[config.mk]
export PLATFORM = sky130hd
export DESIGN_NAME = websocket_frame_encoder_core
export DESIGN_NICKNAME = d
export VERILOG_FILES = /design/src/rtl/core/wsfe_pkg.sv /design/src/rtl/core/wsfe_hdr_gen.sv /design/src/rtl/core/websocket_frame_encoder_core.sv
export SDC_FILE = /design/constraint.sdc
export NUM_CORES = 1
export LEC_CHECK = 0
export BUFFER_PORTS_ARGS = -buffer_cell sky130_fd_sc_hd__buf_2
export CORE_MARGIN = 2
export CORE_UTILIZATION = 30
export CTS_CLUSTER_DIAMETER = 200
export DETAILED_ROUTE_END_ITERATION = 10
export GPL_TIMING_DRIVEN = 0
export PLACE_DENSITY_LB_ADDON = 0.3
export SLEW_MARGIN = 0
export SYNTH_ARGS = -nofsm -noshare
export SYNTH_HDL_FRONTEND = slang
export SYNTH_SLANG_ARGS = --single-unit
[constraint.sdc]
create_clock -name i_clk -period 11 [get_ports i_clk]
set_clock_uncertainty 0.2 [all_clocks]
set_input_delay 2.75 -clock i_clk [delete_from_list [all_inputs] [get_ports i_clk]]
set_output_delay 2.75 -clock i_clk [all_outputs]
set_load 0.02 [all_outputs]
[src/rtl/core/wsfe_pkg.sv]
// Shared types and constants for the WebSocket frame encoder.
package wsfe_pkg;

    // Input transaction layout (s_axis_tdata)
    localparam int IN_DATA_W  = 112;
    localparam int LEN_W      = 63;
    localparam int KEY_W      = 32;
    localparam int FIN_LSB    = 0;
    localparam int RSV_LSB    = 1;
    localparam int FTYPE_LSB  = 4;
    localparam int MASKED_LSB = 8;
    localparam int LEN_LSB    = 9;
    localparam int KEY_LSB    = 72;
    localparam int PBYTE_LSB  = 104;

    // Output transaction layout (m_axis_tuser)
    localparam int OUT_USER_W = 4;

    // Header index: at most 14 header bytes
    localparam int HIDX_W = 4;

    // Item kind carried in s_axis_tuser
    typedef enum logic [0:0] {
        KIND_START   = 1'b0,
        KIND_PAYLOAD = 1'b1
    } t_kind;

    typedef enum logic [1:0] {
        STATUS_OK        = 2'd0,
        STATUS_START_ERR = 2'd1,
        STATUS_NO_FRAME  = 2'd2
    } t_status;

    // Length encoding in the second header byte
    typedef enum logic [1:0] {
        LCLS_SHORT = 2'd0,  // 7-bit length in place
        LCLS_MID   = 2'd1,  // 126 + 16-bit length
        LCLS_LONG  = 2'd2   // 127 + 64-bit length
    } t_lcls;

    localparam logic [6:0] LEN_CODE_MID  = 7'd126;
    localparam logic [6:0] LEN_CODE_LONG = 7'd127;

    localparam logic [HIDX_W-1:0] EXT_MID  = 4'd2;
    localparam logic [HIDX_W-1:0] EXT_LONG = 4'd8;
    localparam logic [HIDX_W-1:0] KEY_BYTES = 4'd4;

    // Header byte request from the top level to the header generator
    typedef struct packed {
        logic              fin;
        logic [2:0]        rsv;
        logic [3:0]        ftype;
        logic              masked;
        t_lcls             lcls;
        logic [LEN_W-1:0]  len;
        logic [KEY_W-1:0]  key;
        logic [HIDX_W-1:0] idx;
    } t_hdr_req;

endpackage

[src/rtl/core/wsfe_hdr_gen.sv]
// Header byte selector: returns header byte number idx of a frame.
module wsfe_hdr_gen (
    input  wsfe_pkg::t_hdr_req i_req,
    output logic [7:0]         o_byte
);

    logic [wsfe_pkg::HIDX_W-1:0] ext_n;
    logic [wsfe_pkg::HIDX_W-1:0] k_full;
    logic [1:0]                  j_full;
    logic [2:0]                  k_inv;
    logic [1:0]                  j_inv;
    logic [63:0]                 len64;
    logic [6:0]                  len_code;

    always_comb begin
        case (i_req.lcls)
            wsfe_pkg::LCLS_SHORT: begin
                ext_n    = '0;
                len_code = i_req.len[6:0];
            end
            wsfe_pkg::LCLS_MID: begin
                ext_n    = wsfe_pkg::EXT_MID;
                len_code = wsfe_pkg::LEN_CODE_MID;
            end
            default: begin
                ext_n    = wsfe_pkg::EXT_LONG;
                len_code = wsfe_pkg::LEN_CODE_LONG;
            end
        endcase
    end

    assign len64  = {1'b0, i_req.len};
    assign k_full = i_req.idx - 4'd2;
    // key byte number only needs two bits
    assign j_full = k_full[1:0] - ext_n[1:0];
    // big-endian: first extended byte is the most significant one
    assign k_inv  = (i_req.lcls == wsfe_pkg::LCLS_MID) ? (3'd1 - k_full[2:0])
                                                      : (3'd7 - k_full[2:0]);
    assign j_inv  = 2'd3 - j_full;

    always_comb begin
        if (i_req.idx == 4'd0) begin
            o_byte = {i_req.fin, i_req.rsv, i_req.ftype};
        end else if (i_req.idx == 4'd1) begin
            o_byte = {i_req.masked, len_code};
        end else if (k_full < ext_n) begin
            o_byte = 8'(len64 >> {k_inv, 3'b000});
        end else begin
            o_byte = 8'(i_req.key >> {j_inv, 3'b000});
        end
    end

endmodule

[src/rtl/core/websocket_frame_encoder_core.sv]
// WebSocket frame encoder top level: input register, frame state, output register.
// Each accepted transaction is held in the input register and its results are registered for m_axis.
// Throughput: one payload or error transaction per cycle while m_axis is not stalled; a start
// transaction sends its 2 to 14 header bytes one at a time over the single output byte lane.
// Reset (i_rst_n low, synchronous) empties both registers and closes any open frame.
module websocket_frame_encoder_core (
    input  logic                           i_clk,
    input  logic                           i_rst_n,
    input  logic                           s_axis_tvalid,
    output logic                           s_axis_tready,
    // fin, rsv_bits[3], frame_type[4], masked, frame_len[63],
    // mask_key[32], payload_byte[8]
    input  logic [wsfe_pkg::IN_DATA_W-1:0] s_axis_tdata,
    // opcode
    input  logic [0:0]                     s_axis_tuser,
    output logic                           m_axis_tvalid,
    input  logic                           m_axis_tready,
    // out_byte
    output logic [7:0]                     m_axis_tdata,
    // has_byte, frame_end, status[2]
    output logic [wsfe_pkg::OUT_USER_W-1:0] m_axis_tuser,
    output logic                           m_axis_tlast
);

    // input register
    logic                            r_item_valid;
    wsfe_pkg::t_kind                 r_kind;
    logic                            r_fin;
    logic [2:0]                      r_rsv;
    logic [3:0]                      r_ftype;
    logic                            r_masked;
    logic [wsfe_pkg::LEN_W-1:0]      r_len;
    logic [wsfe_pkg::KEY_W-1:0]      r_key;
    logic [7:0]                      r_pbyte;
    wsfe_pkg::t_lcls                 r_lcls;
    logic                            r_len_zero;
    logic [wsfe_pkg::HIDX_W-1:0]     r_nlast;
    logic [wsfe_pkg::HIDX_W-1:0]     r_hidx;

    // frame state
    logic                            r_frame_open;
    logic                            r_mask_enable;
    logic [wsfe_pkg::KEY_W-1:0]      r_key_store;
    logic [wsfe_pkg::LEN_W-1:0]      r_bytes_left;
    logic [1:0]                      r_key_index;

    // output register
    logic                            r_out_valid;
    logic [7:0]                      r_out_byte;
    logic                            r_out_has;
    logic                            r_out_end;
    logic                            r_out_last;
    wsfe_pkg::t_status               r_out_status;

    // result of the current step
    logic [7:0]                      n_byte;
    logic                            n_has;
    logic                            n_end;
    logic                            n_last;
    wsfe_pkg::t_status               n_status;

    logic                            out_load;
    logic                            step;
    logic                            done;
    logic                            s_accept;
    logic [wsfe_pkg::LEN_W-1:0]      in_len;
    logic                            in_masked;
    wsfe_pkg::t_lcls                 in_lcls;
    logic [wsfe_pkg::HIDX_W-1:0]     in_ext;
    wsfe_pkg::t_hdr_req              hdr_req;
    logic [7:0]                      hdr_byte;
    logic [7:0]                      key_byte;
    logic                            pay_end;

    assign out_load      = !r_out_valid || m_axis_tready;
    assign step          = r_item_valid && out_load;
    assign done          = step && n_last;
    assign s_axis_tready = !r_item_valid || done;
    assign s_accept      = s_axis_tvalid && s_axis_tready;

    // length class worked out on the way into the input register
    assign in_len    = s_axis_tdata[wsfe_pkg::LEN_LSB +: wsfe_pkg::LEN_W];
    assign in_masked = s_axis_tdata[wsfe_pkg::MASKED_LSB];

    always_comb begin
        if (in_len < 63'd126) begin
            in_lcls = wsfe_pkg::LCLS_SHORT;
            in_ext  = '0;
        end else if (in_len[wsfe_pkg::LEN_W-1:16] == '0) begin
            in_lcls = wsfe_pkg::LCLS_MID;
            in_ext  = wsfe_pkg::EXT_MID;
        end else begin
            in_lcls = wsfe_pkg::LCLS_LONG;
            in_ext  = wsfe_pkg::EXT_LONG;
        end
    end

    assign hdr_req.fin    = r_fin;
    assign hdr_req.rsv    = r_rsv;
    assign hdr_req.ftype  = r_ftype;
    assign hdr_req.masked = r_masked;
    assign hdr_req.lcls   = r_lcls;
    assign hdr_req.len    = r_len;
    assign hdr_req.key    = r_key;
    assign hdr_req.idx    = r_hidx;

    wsfe_hdr_gen u_hdr_gen (
        .i_req  (hdr_req),
        .o_byte (hdr_byte)
    );

    assign key_byte = 8'(r_key_store >> {2'd3 - r_key_index, 3'b000});
    assign pay_end  = (r_bytes_left[wsfe_pkg::LEN_W-1:1] == '0);

    always_comb begin
        n_byte   = '0;
        n_has    = 1'b0;
        n_end    = 1'b0;
        n_last   = 1'b1;
        n_status = wsfe_pkg::STATUS_OK;
        if (r_kind == wsfe_pkg::KIND_START) begin
            if (r_frame_open) begin
                n_status = wsfe_pkg::STATUS_START_ERR;
            end else begin
                n_byte = hdr_byte;
                n_has  = 1'b1;
                n_last = (r_hidx == r_nlast);
                n_end  = n_last && r_len_zero;
            end
        end else begin
            if (!r_frame_open) begin
                n_status = wsfe_pkg::STATUS_NO_FRAME;
            end else begin
                n_byte = r_mask_enable ? (r_pbyte ^ key_byte) : r_pbyte;
                n_has  = 1'b1;
                n_end  = pay_end;
            end
        end
    end

    // input register
    always_ff @(posedge i_clk) begin
        if (!i_rst_n) begin
            r_item_valid <= 1'b0;
        end else if (s_accept) begin
            r_item_valid <= 1'b1;
        end else if (done) begin
            r_item_valid <= 1'b0;
        end
        if (s_accept) begin
            r_kind     <= wsfe_pkg::t_kind'(s_axis_tuser);
            r_fin      <= s_axis_tdata[wsfe_pkg::FIN_LSB];
            r_rsv      <= s_axis_tdata[wsfe_pkg::RSV_LSB +: 3];
            r_ftype    <= s_axis_tdata[wsfe_pkg::FTYPE_LSB +: 4];
            r_masked   <= in_masked;
            r_len      <= in_len;
            r_key      <= s_axis_tdata[wsfe_pkg::KEY_LSB +: wsfe_pkg::KEY_W];
            r_pbyte    <= s_axis_tdata[wsfe_pkg::PBYTE_LSB +: 8];
            r_lcls     <= in_lcls;
            r_len_zero <= (in_len == '0);
            r_nlast    <= 4'd1 + in_ext + (in_masked ? wsfe_pkg::KEY_BYTES : 4'd0);
        end
    end

    // header byte counter
    always_ff @(posedge i_clk) begin
        if (!i_rst_n) begin
            r_hidx <= '0;
        end else if (done) begin
            r_hidx <= '0;
        end else if (step) begin
            r_hidx <= r_hidx + 4'd1;
        end
    end

    // frame state, updated as a transaction completes
    always_ff @(posedge i_clk) begin
        if (!i_rst_n) begin
            r_frame_open  <= 1'b0;
            r_mask_enable <= 1'b0;
            r_key_store   <= '0;
            r_bytes_left  <= '0;
            r_key_index   <= '0;
        end else if (done && n_status == wsfe_pkg::STATUS_OK) begin
            if (r_kind == wsfe_pkg::KIND_START) begin
                if (!r_len_zero) begin
                    r_frame_open  <= 1'b1;
                    r_mask_enable <= r_masked;
                    r_key_store   <= r_key;
                    r_bytes_left  <= r_len;
                    r_key_index   <= '0;
                end
            end else begin
                r_key_index  <= r_key_index + 2'd1;
                r_bytes_left <= pay_end ? '0 : (r_bytes_left - 63'd1);
                if (pay_end) begin
                    r_frame_open <= 1'b0;
                end
            end
        end
    end

    // output register
    always_ff @(posedge i_clk) begin
        if (!i_rst_n) begin
            r_out_valid <= 1'b0;
        end else if (out_load) begin
            r_out_valid <= r_item_valid;
        end
        if (step) begin
            r_out_byte   <= n_byte;
            r_out_has    <= n_has;
            r_out_end    <= n_end;
            r_out_last   <= n_last;
            r_out_status <= n_status;
        end
    end

    assign m_axis_tvalid = r_out_valid;
    assign m_axis_tdata  = r_out_byte;
    assign m_axis_tuser  = {r_out_status, r_out_end, r_out_has};
    assign m_axis_tlast  = r_out_last;

endmodule
# Word level (Yosys, flattened, before mapping)
# Cells that the tools add are included.
# classes
bitwise	4
n_reduce_logical	20
mul	0
add_sub_neg	11
mux	35
shifts	3
n_eq_ne	5
div_mod_pow	0
magnitude_cmp	2
# ops
cell	n
2-to-1 mux 63 bit	3
>> shifter 32 x 5 -> 8 bit	2
zero test 63 bit	1
< comparator 63 x 7 -> 1 bit (second input constant)	1
>> shifter 63 x 6 -> 8 bit	1
subtractor 63 x 1 -> 63 bit (second input constant)	1
zero test 62 bit	1
2-to-1 mux 8 bit	7
zero test 47 bit	1
2-to-1 mux 1 bit	14
one-hot mux 7 bit (2 select lines)	1
2-to-1 mux 2 bit	5
2-to-1 mux 4 bit	2
one-hot mux 4 bit (2 select lines)	1
bitwise XOR 8 bit	1
2-to-1 mux 3 bit	2
AND reduction 3 bit	2
logical AND 1 bit	5
adder 1 x 4 -> 4 bit (first input constant)	1
adder 4 x 1 -> 4 bit (second input constant)	1
adder 4 x 3 -> 4 bit	1
== test 4 x 1 -> 1 bit (second input constant)	1
== test 4 bit	1
zero test 2 bit	2
other kinds (17)	22
# word_totals
romBits	0
n_memories	0
output_inout_bits	15
ramBits	0
regBits	238
in_bits	117
latch_bits	0

# Logic depth before layout (Yosys ltp)
# Gate-level depths: netlist of the first run.
# logic_depth
word_depth	10
ltp_mapped	10
depth_no_buf	9

# Cells and area by module
# Synthesis of the first run repeated with hierarchy kept, for this count alone.
# unflattened
hier_cells	1072
hier_area_um2	11374.7
# modules_own_cells
mod	cells_per_inst	area_per_inst_um2	instances
websocket_frame_encoder_core	964	10176.0	1
wsfe_hdr_gen	108	1198.6	1

# Least setup slack after synthesis of the first run
# Ideal clock, no wire load.
# synth_timing
path_type	input-to-reg
from	input m_axis_tready
to	register r_fin (enable)
cell_stages	5
setup_slack_ns	0.783
path_buffers	1
setup_time_ns	0.629
arrival_ns	9.387
required_ns	10.171
cell_sequence	nand2b_1 and2_1 clkbuf_1 nand2_1 a21oi_1
# synth_between
elab_chain_len	5
# synth_lines
item	line_no	rtl
start, declared	websocket_frame_encoder_core.sv:17	input logic m_axis_tready,
logical OR 1 bit	websocket_frame_encoder_core.sv:75	assign out_load = !r_out_valid || m_axis_tready;
logical AND 1 bit	websocket_frame_encoder_core.sv:76	assign step = r_item_valid && out_load;
net step	websocket_frame_encoder_core.sv:63	logic step;
logical AND 1 bit	websocket_frame_encoder_core.sv:77	assign done = step && n_last;
logical OR 1 bit	websocket_frame_encoder_core.sv:78	assign s_axis_tready = !r_item_valid || done;
logical AND 1 bit	websocket_frame_encoder_core.sv:79	assign s_accept = s_axis_tvalid && s_axis_tready;
net s_accept	websocket_frame_encoder_core.sv:65	logic s_accept;
end signal, assigned	websocket_frame_encoder_core.sv:152	r_fin <= s_axis_tdata[wsfe_pkg::FIN_LSB];
end, declared	websocket_frame_encoder_core.sv:28	logic r_fin;
# The timed path passes the listed nets, and every way through them passes these cells.
# A chain may end at the register's enable or synchronous reset.

# Worst setup path in the final report of the first run
# layout_timing
from	input m_axis_tready
to	output s_axis_tready
# layout_between
elab_chain_len	4
# layout_lines
item	line_no	rtl
logical OR 1 bit	websocket_frame_encoder_core.sv:75	
logical AND 1 bit	websocket_frame_encoder_core.sv:76	
net step	websocket_frame_encoder_core.sv:63	
logical AND 1 bit	websocket_frame_encoder_core.sv:77	
logical OR 1 bit	websocket_frame_encoder_core.sv:78	
end, declared	websocket_frame_encoder_core.sv:10	output logic s_axis_tready,
# The timed path passes the listed nets, and every way through them passes these cells.

==> out/metrics.yaml, run 1 <==
placed_design:
  gp_congestion: 0.982
  io_buffers: 131
  dp_hpwl_um: 32000
yosys:
  yosysUniqueCellTypes: 68
  ys_seq_elements: 234
  seq_area_frac_synth_pct: 53.0
  synth-edff-count: 129
  synth_top_area_cell: "edfxtp_1"
  synth_cells: 1071
  syn_nets: 1198
  synthFlopType: "edfxtp_1"
  synth_area_mm2: 0.0113
  synthArstFlopShare_pct: 0
  synthTopCellsByArea: "edfxtp_1, dfxtp_1, mux4_2"
  synth_top_area_share_pct: 34.4
  synth_warnings: 0
  syn_avg_cell_area_um2: 10.5
global_routing:
  grt_pass1_wl_um: 62700
  grt_pass1_vias: 9660
  grt.total_usage_pct: 21.7
  antenna_found_initial: 0
  grt_start_max_net_pins: 33
  grt_overflow_total: 0
drt:
  post_drt_via_cell_ratio: 5.87
  wl_um: 42700
  wire_per_inst_um: 24.7
  via_count: 10100
  first_iter_violations: 1145
  ant_nets: 0
  drcViolationCount: 0
  first_pass_iters: 9
clock_network:
  clkSlewWorstSetupHoldPaths_ns: 0.06
  clock_latency_ns: 0.56
  cts_tree: "built"
  cts_resized: 0
  cts_hold_buf: 0
  cts_sinks: 234
  cts_max_path_buffers: 3
  numCtsBuffers: 26
  h-tree-depth: 1
  cts-root-buf: "clkbuf_16"
  post_cts_buffers: 0
timing:
  fmax_ghz: 0.132
  hold_viol: 0
  holdWs_ns: 0.256
  slew-limit-headroom_pct: 10.8
  setup_violations: 0
  fin_crit_ns: 7.55
  rsz0062_at_grt: "no"
  slew_viol_final: 0
  fin_crit_sh_pct: 68.6
  final.setup.tns_ns: 0
  tightestPinTransition_ns: 1.32
floorplan:
  die_h_um: 198
  fp.dieW_um: 198
  ios: 132
  rows: 71
  core_area_mm2: 0.0373
  initial_utilization_pct: 30.2
  die_area_mm2: 0.0391
power_and_ir_drop:
  power_frac_clock_pct: 36.6
  p_total_w: 0.00256
  leakage_nw: 4.85
  seq_power_share_pct: 39.7
  irDropWorstVdd_mv: 0.107
  combPwrFrac_pct: 23.6
  power.density_mw_per_mm2: 189
  swShare_pct: 32.1
  p_int_w: 0.00174
  p_switching_w: 0.000823
final_layout:
  layout_common_cells: "nand2_1, buf_2, edfxtp_1"
  diodes: 0
  area_growth_pct: 20.2
  nets: 1361
  final_common_cell: "nand2_1"
  final_util_pct: 36.3
  drive_above_1_share_pct: 18.9
setup_path:
  cp_max_fo: 20
  worst_setup_path_start_kind: "input port"
  endpoint_kind: "output pin"
  worstSetupPathType: "in -> out"
  critical_path_required_ns: 8.05
  arrival_ns: 4.60
run:
  max_cap_viol_count: 0
worst_hold_path:
  hp-class: "reg -> reg"
outcome:
  run_status: "finished clean"
[final cells by class]
type	instances	area, um2
Fill cell	3787	23800
Inverter	20	75.1
Sequential cell	234	5980
Timing Repair Buffer	135	743
Clock inverter	8	118
Clock buffer	40	807
Tap cell	474	593
Multi-Input combinational cell	744	4910
Buffer	73	320
[metrics by stage]
stage | area (um2) | std cells | worst slack, ns
final | 13500 | 1728 | 3.45
after floorplan | 11300 | 1071 | 0.783
after detailed placement | 12600 | 1680 | 3.44
after global placement | 12500 | 1676 | -2.17
after global routing | 13500 | 1728 | 3.24
after CTS | 13500 | 1728 | 3.44
[Yosys cell counts, types with 17 or more instances]
master,n
nand2_1,160
edfxtp_1,129
dfxtp_1,105
a21oi_1,86
nor2_1,51
clkbuf_1,47
mux4_2,31
o21ai_0,31
nor3_1,29
nor4_1,29
nand3_1,24
a31oi_1,22
or3_1,20
inv_1,19
or4_1,19
nand4_1,18
and3_1,17
[layer usage]
layer | GRT usage, % | up-vias | part of all wire [%]
met5 | 0 | - | 0
met1 | 28.8 | 4912 | 40
met3 | 3.90 | 152 | 10
met2 | 33.5 | 641 | 44
met4 | 12.0 | 0 | 5.8
li1 | - | 4442 | -
[critical path, stage by stage]
cell	delay [ns]
buf_2	0.07
nand2b_1	0.16
and2_1	0.14
clkbuf_1	0.80
nand2_1	0.31
nand2_1	0.19
buf_2	0.18
[flip-flops by register name, summed over array words and instances, names as in the netlist, 2 cells and up]
register / count
r_key_index: 2
r_rsv: 3
r_hidx: 4
r_lcls: 2
r_ftype: 4
m_axis_tdata: 8
r_key_store: 32
r_key: 32
r_len: 63
r_pbyte: 8
r_bytes_left: 63
r_out_status: 2
[power by group through the flow]
stage | combinational, W | sequential, W | clock (W)
floorplan | 0.000356 | 0.00102 | 0
global placement | 0.000572 | 0.00104 | 0
finish | 0.000605 | 0.00102 | 0.000937
CTS | 0.000581 | 0.00101 | 0.000949
global route | 0.000632 | 0.00102 | 0.000983
detailed placement | 0.000577 | 0.00103 | 0
[path summary, 6_finish.rpt]
check | start | end | slack [ns] | depth (start not counted)
max | m_axis_tready | s_axis_tready | 3.45 | 7
min | r_key_store[3]$_SDFFE_PN0P_ | r_key_store[3]$_SDFFE_PN0P_ | 0.26 | 2
max reg2reg | r_kind$_DFFE_PP_ | r_frame_open$_SDFFE_PN0P_ | 5.61 | 10
min reg2reg | r_key_store[3]$_SDFFE_PN0P_ | r_key_store[3]$_SDFFE_PN0P_ | 0.26 | 2
[cell families after synthesis]
logic type               Yosys count  synth area share, %
AND/OR/NAND/NOR                  422                 19.1
AO/OA/AOI/OAI                    254                 14.9
flip-flops                       234                 53.0
buffers and inverters             93                 3.51
multiplexers                      41                 7.08
XOR/XNOR                          17                 1.32
adder cells (fa/ha/maj)           10                 1.11
Note: power is estimated with default switching activity, not from simulation.
==> inputs of run 2 (changes only) <==
==> constraint.sdc (replaced) <==
create_clock -name i_clk -period 7.1 [get_ports i_clk]
set_clock_uncertainty 0.2 [all_clocks]
set_input_delay 1.775 -clock i_clk [delete_from_list [all_inputs] [get_ports i_clk]]
set_output_delay 1.775 -clock i_clk [all_outputs]
set_load 0.02 [all_outputs]
==> out/metrics.yaml, run 2 (synthesis gave the netlist of run 1 again) <==
setup_path:
  cp_max_fo: 20  # unchanged
  crit_slowest_cell: "clkbuf_1"
  path_cells: "buf_2 -> nand2b_1 -> and2_1 -> clkbuf_1 -> nand2_1 -> nand2_1 -> buf_2"
  worst_setup_path_start_kind: "input port"
  arrival_ns: 3.66  # -0.94 ns
  worstSetupPathType: "in -> out"
  endpoint_kind: "output pin"
  r2r-start: "r_kind$_DFFE_PP_"
  critical_path_required_ns: 5.12  # -2.93 ns
  critPathLaunch: "m_axis_tready"
  crit_path_max_incr_delay_ns: 0.83  # +0.03 ns
timing:
  final.setup.tns_ns: 0  # unchanged
  setup_violations: 0  # unchanged
  fmax_ghz: 0.177
  slew-limit-headroom_pct: 18.3  # +7.4 points
  fin_crit_ns: 5.64
  fin_crit_sh_pct: 79.4
  holdWs_ns: 0.257  # +0.00189 ns
  rsz0062_at_grt: "no"
  hold_viol: 0  # unchanged
  tightestPinTransition_ns: 1.21  # -0.110 ns
  slew_viol_final: 0  # unchanged
drt:
  first_iter_violations: 1193  # +4.2%
  wl_um: 42100  # -1.6%
  wire_per_inst_um: 24.4  # -1.5%
  drcViolationCount: 0  # unchanged
  ant_nets: 0  # unchanged
  first_pass_iters: 8  # -1
  post_drt_via_cell_ratio: 5.81  # -1.1%
  via_count: 10000  # -1.3%
power_and_ir_drop:
  p_int_w: 0.00258  # +48%
  seq_power_share_pct: 41.0  # +1.3 points
  power_frac_clock_pct: 34.6  # -2.0 points
  irDropWorstVdd_mv: 0.179  # +68%
  p_switching_w: 0.00127  # +54%
  leakage_nw: 4.79  # -1.3%
  combPwrFrac_pct: 24.4  # +0.8 points
  p_total_w: 0.00384  # +50%
  power.density_mw_per_mm2: 286  # +51%
  swShare_pct: 32.9  # +0.79 points
final_layout:
  layout_common_cells: "nand2_1, buf_2, edfxtp_1"
  reg_top3: "r_bytes_left: 63 flops, r_len: 63 flops"
  instances_no_fill: 1726  # -0.12%
  final_common_cell: "nand2_1"
  nets: 1360  # -0.073%
  final_util_pct: 36.0  # -0.28 points
  diodes: 0  # unchanged
  drive_above_1_share_pct: 18.6  # -0.29 points
  area_growth_pct: 19.2
global_routing:
  grt_pass1_vias: 9419  # -2.5%
  grt_start_max_net_pins: 33  # unchanged
  grt_overflow_total: 0  # unchanged
  antenna_found_initial: 1  # +1
  grt.total_usage_pct: 21.1  # -0.60 points
  grt_pass1_wl_um: 61000  # -2.7%
clock_network:
  cts_max_path_buffers: 3  # unchanged
  cts-root-buf: "clkbuf_16"
  numCtsBuffers: 25  # -3.8%
  cts_resized: 0  # unchanged
  cts_hold_buf: 0  # unchanged
  h-tree-depth: 1  # unchanged
  cts_sinks: 234  # unchanged
  clock_latency_ns: 0.54  # -0.02 ns
  cts_tree: "built"
  post_cts_buffers: 0  # unchanged
  clkSlewWorstSetupHoldPaths_ns: 0.06  # about the same
floorplan:
  fp.dieW_um: 198  # unchanged
  rows: 71  # unchanged
  die_area_mm2: 0.0391  # unchanged
  initial_utilization_pct: 30.2  # unchanged
  ios: 132  # unchanged
  die_h_um: 198  # unchanged
  core_area_mm2: 0.0373  # unchanged
placed_design:
  dp.cells: 1680  # unchanged
  gp_congestion: 0.981  # -0.12%
  io_buffers: 131  # unchanged
  dp_hpwl_um: 31600  # -1.0%
run:
  max_cap_viol_count: 0  # unchanged
worst_hold_path:
  hp-class: "reg -> reg"
  min_from: "r_key_store[31]$_SDFFE_PN0P_"
outcome:
  run_status: "finished clean"
-- run 2: worst paths after layout --
path                                        end  slack [ns]  cells after the start
setup reg to reg  r_bytes_left[41]$_SDFFE_PN0P_        1.91                      9
setup / recovery                  s_axis_tready        1.46                      7
hold / removal     r_key_store[31]$_SDFFE_PN0P_        0.26                      2
hold reg to reg    r_key_store[31]$_SDFFE_PN0P_        0.26                      2
-- run 2: power by group through the flow --
stage               registers [W]  logic (W)  clock network, W
floorplan                 0.00158   0.000552                 0
global placement          0.00161   0.000881                 0
detailed placement        0.00160   0.000890                 0
CTS                       0.00157   0.000894           0.00136
global route              0.00158   0.000975           0.00140
finish                    0.00158   0.000936           0.00133
-- run 2: cell type report --
cell class	instances	area, um2
fillers	3761	23900
well taps	474	593
clock buffers	32	672
clock inverters	14	150
multi-input cells	744	4910
repair buffers	135	743
plain buffers	73	320
inverters	20	75.1
flip-flops and latches	234	5980
-- run 2: metrics by stage --
stage	setup slack (ns)	cell area, um2
floorplan	0.444	11300
global placement	-1.28	12500
detailed placement	1.43	12600
CTS	1.42	13400
global route	1.30	13400
finish	1.46	13400
-- run 2: per-layer routing --
metal	wire length [um]	track usage, %	vias to the layer above
met3	4400	4.91	119
met1	16700	27.4	4810
met2	18900	33.2	656
met5	0	0	-
met4	2010	9.86	0
li1	-	-	4435
-- run 2: critical path: cells and delay by family --
family                 cells  cell delay (ns)
buffers and inverters      3             1.08
AND/OR/NAND/NOR            4             0.81
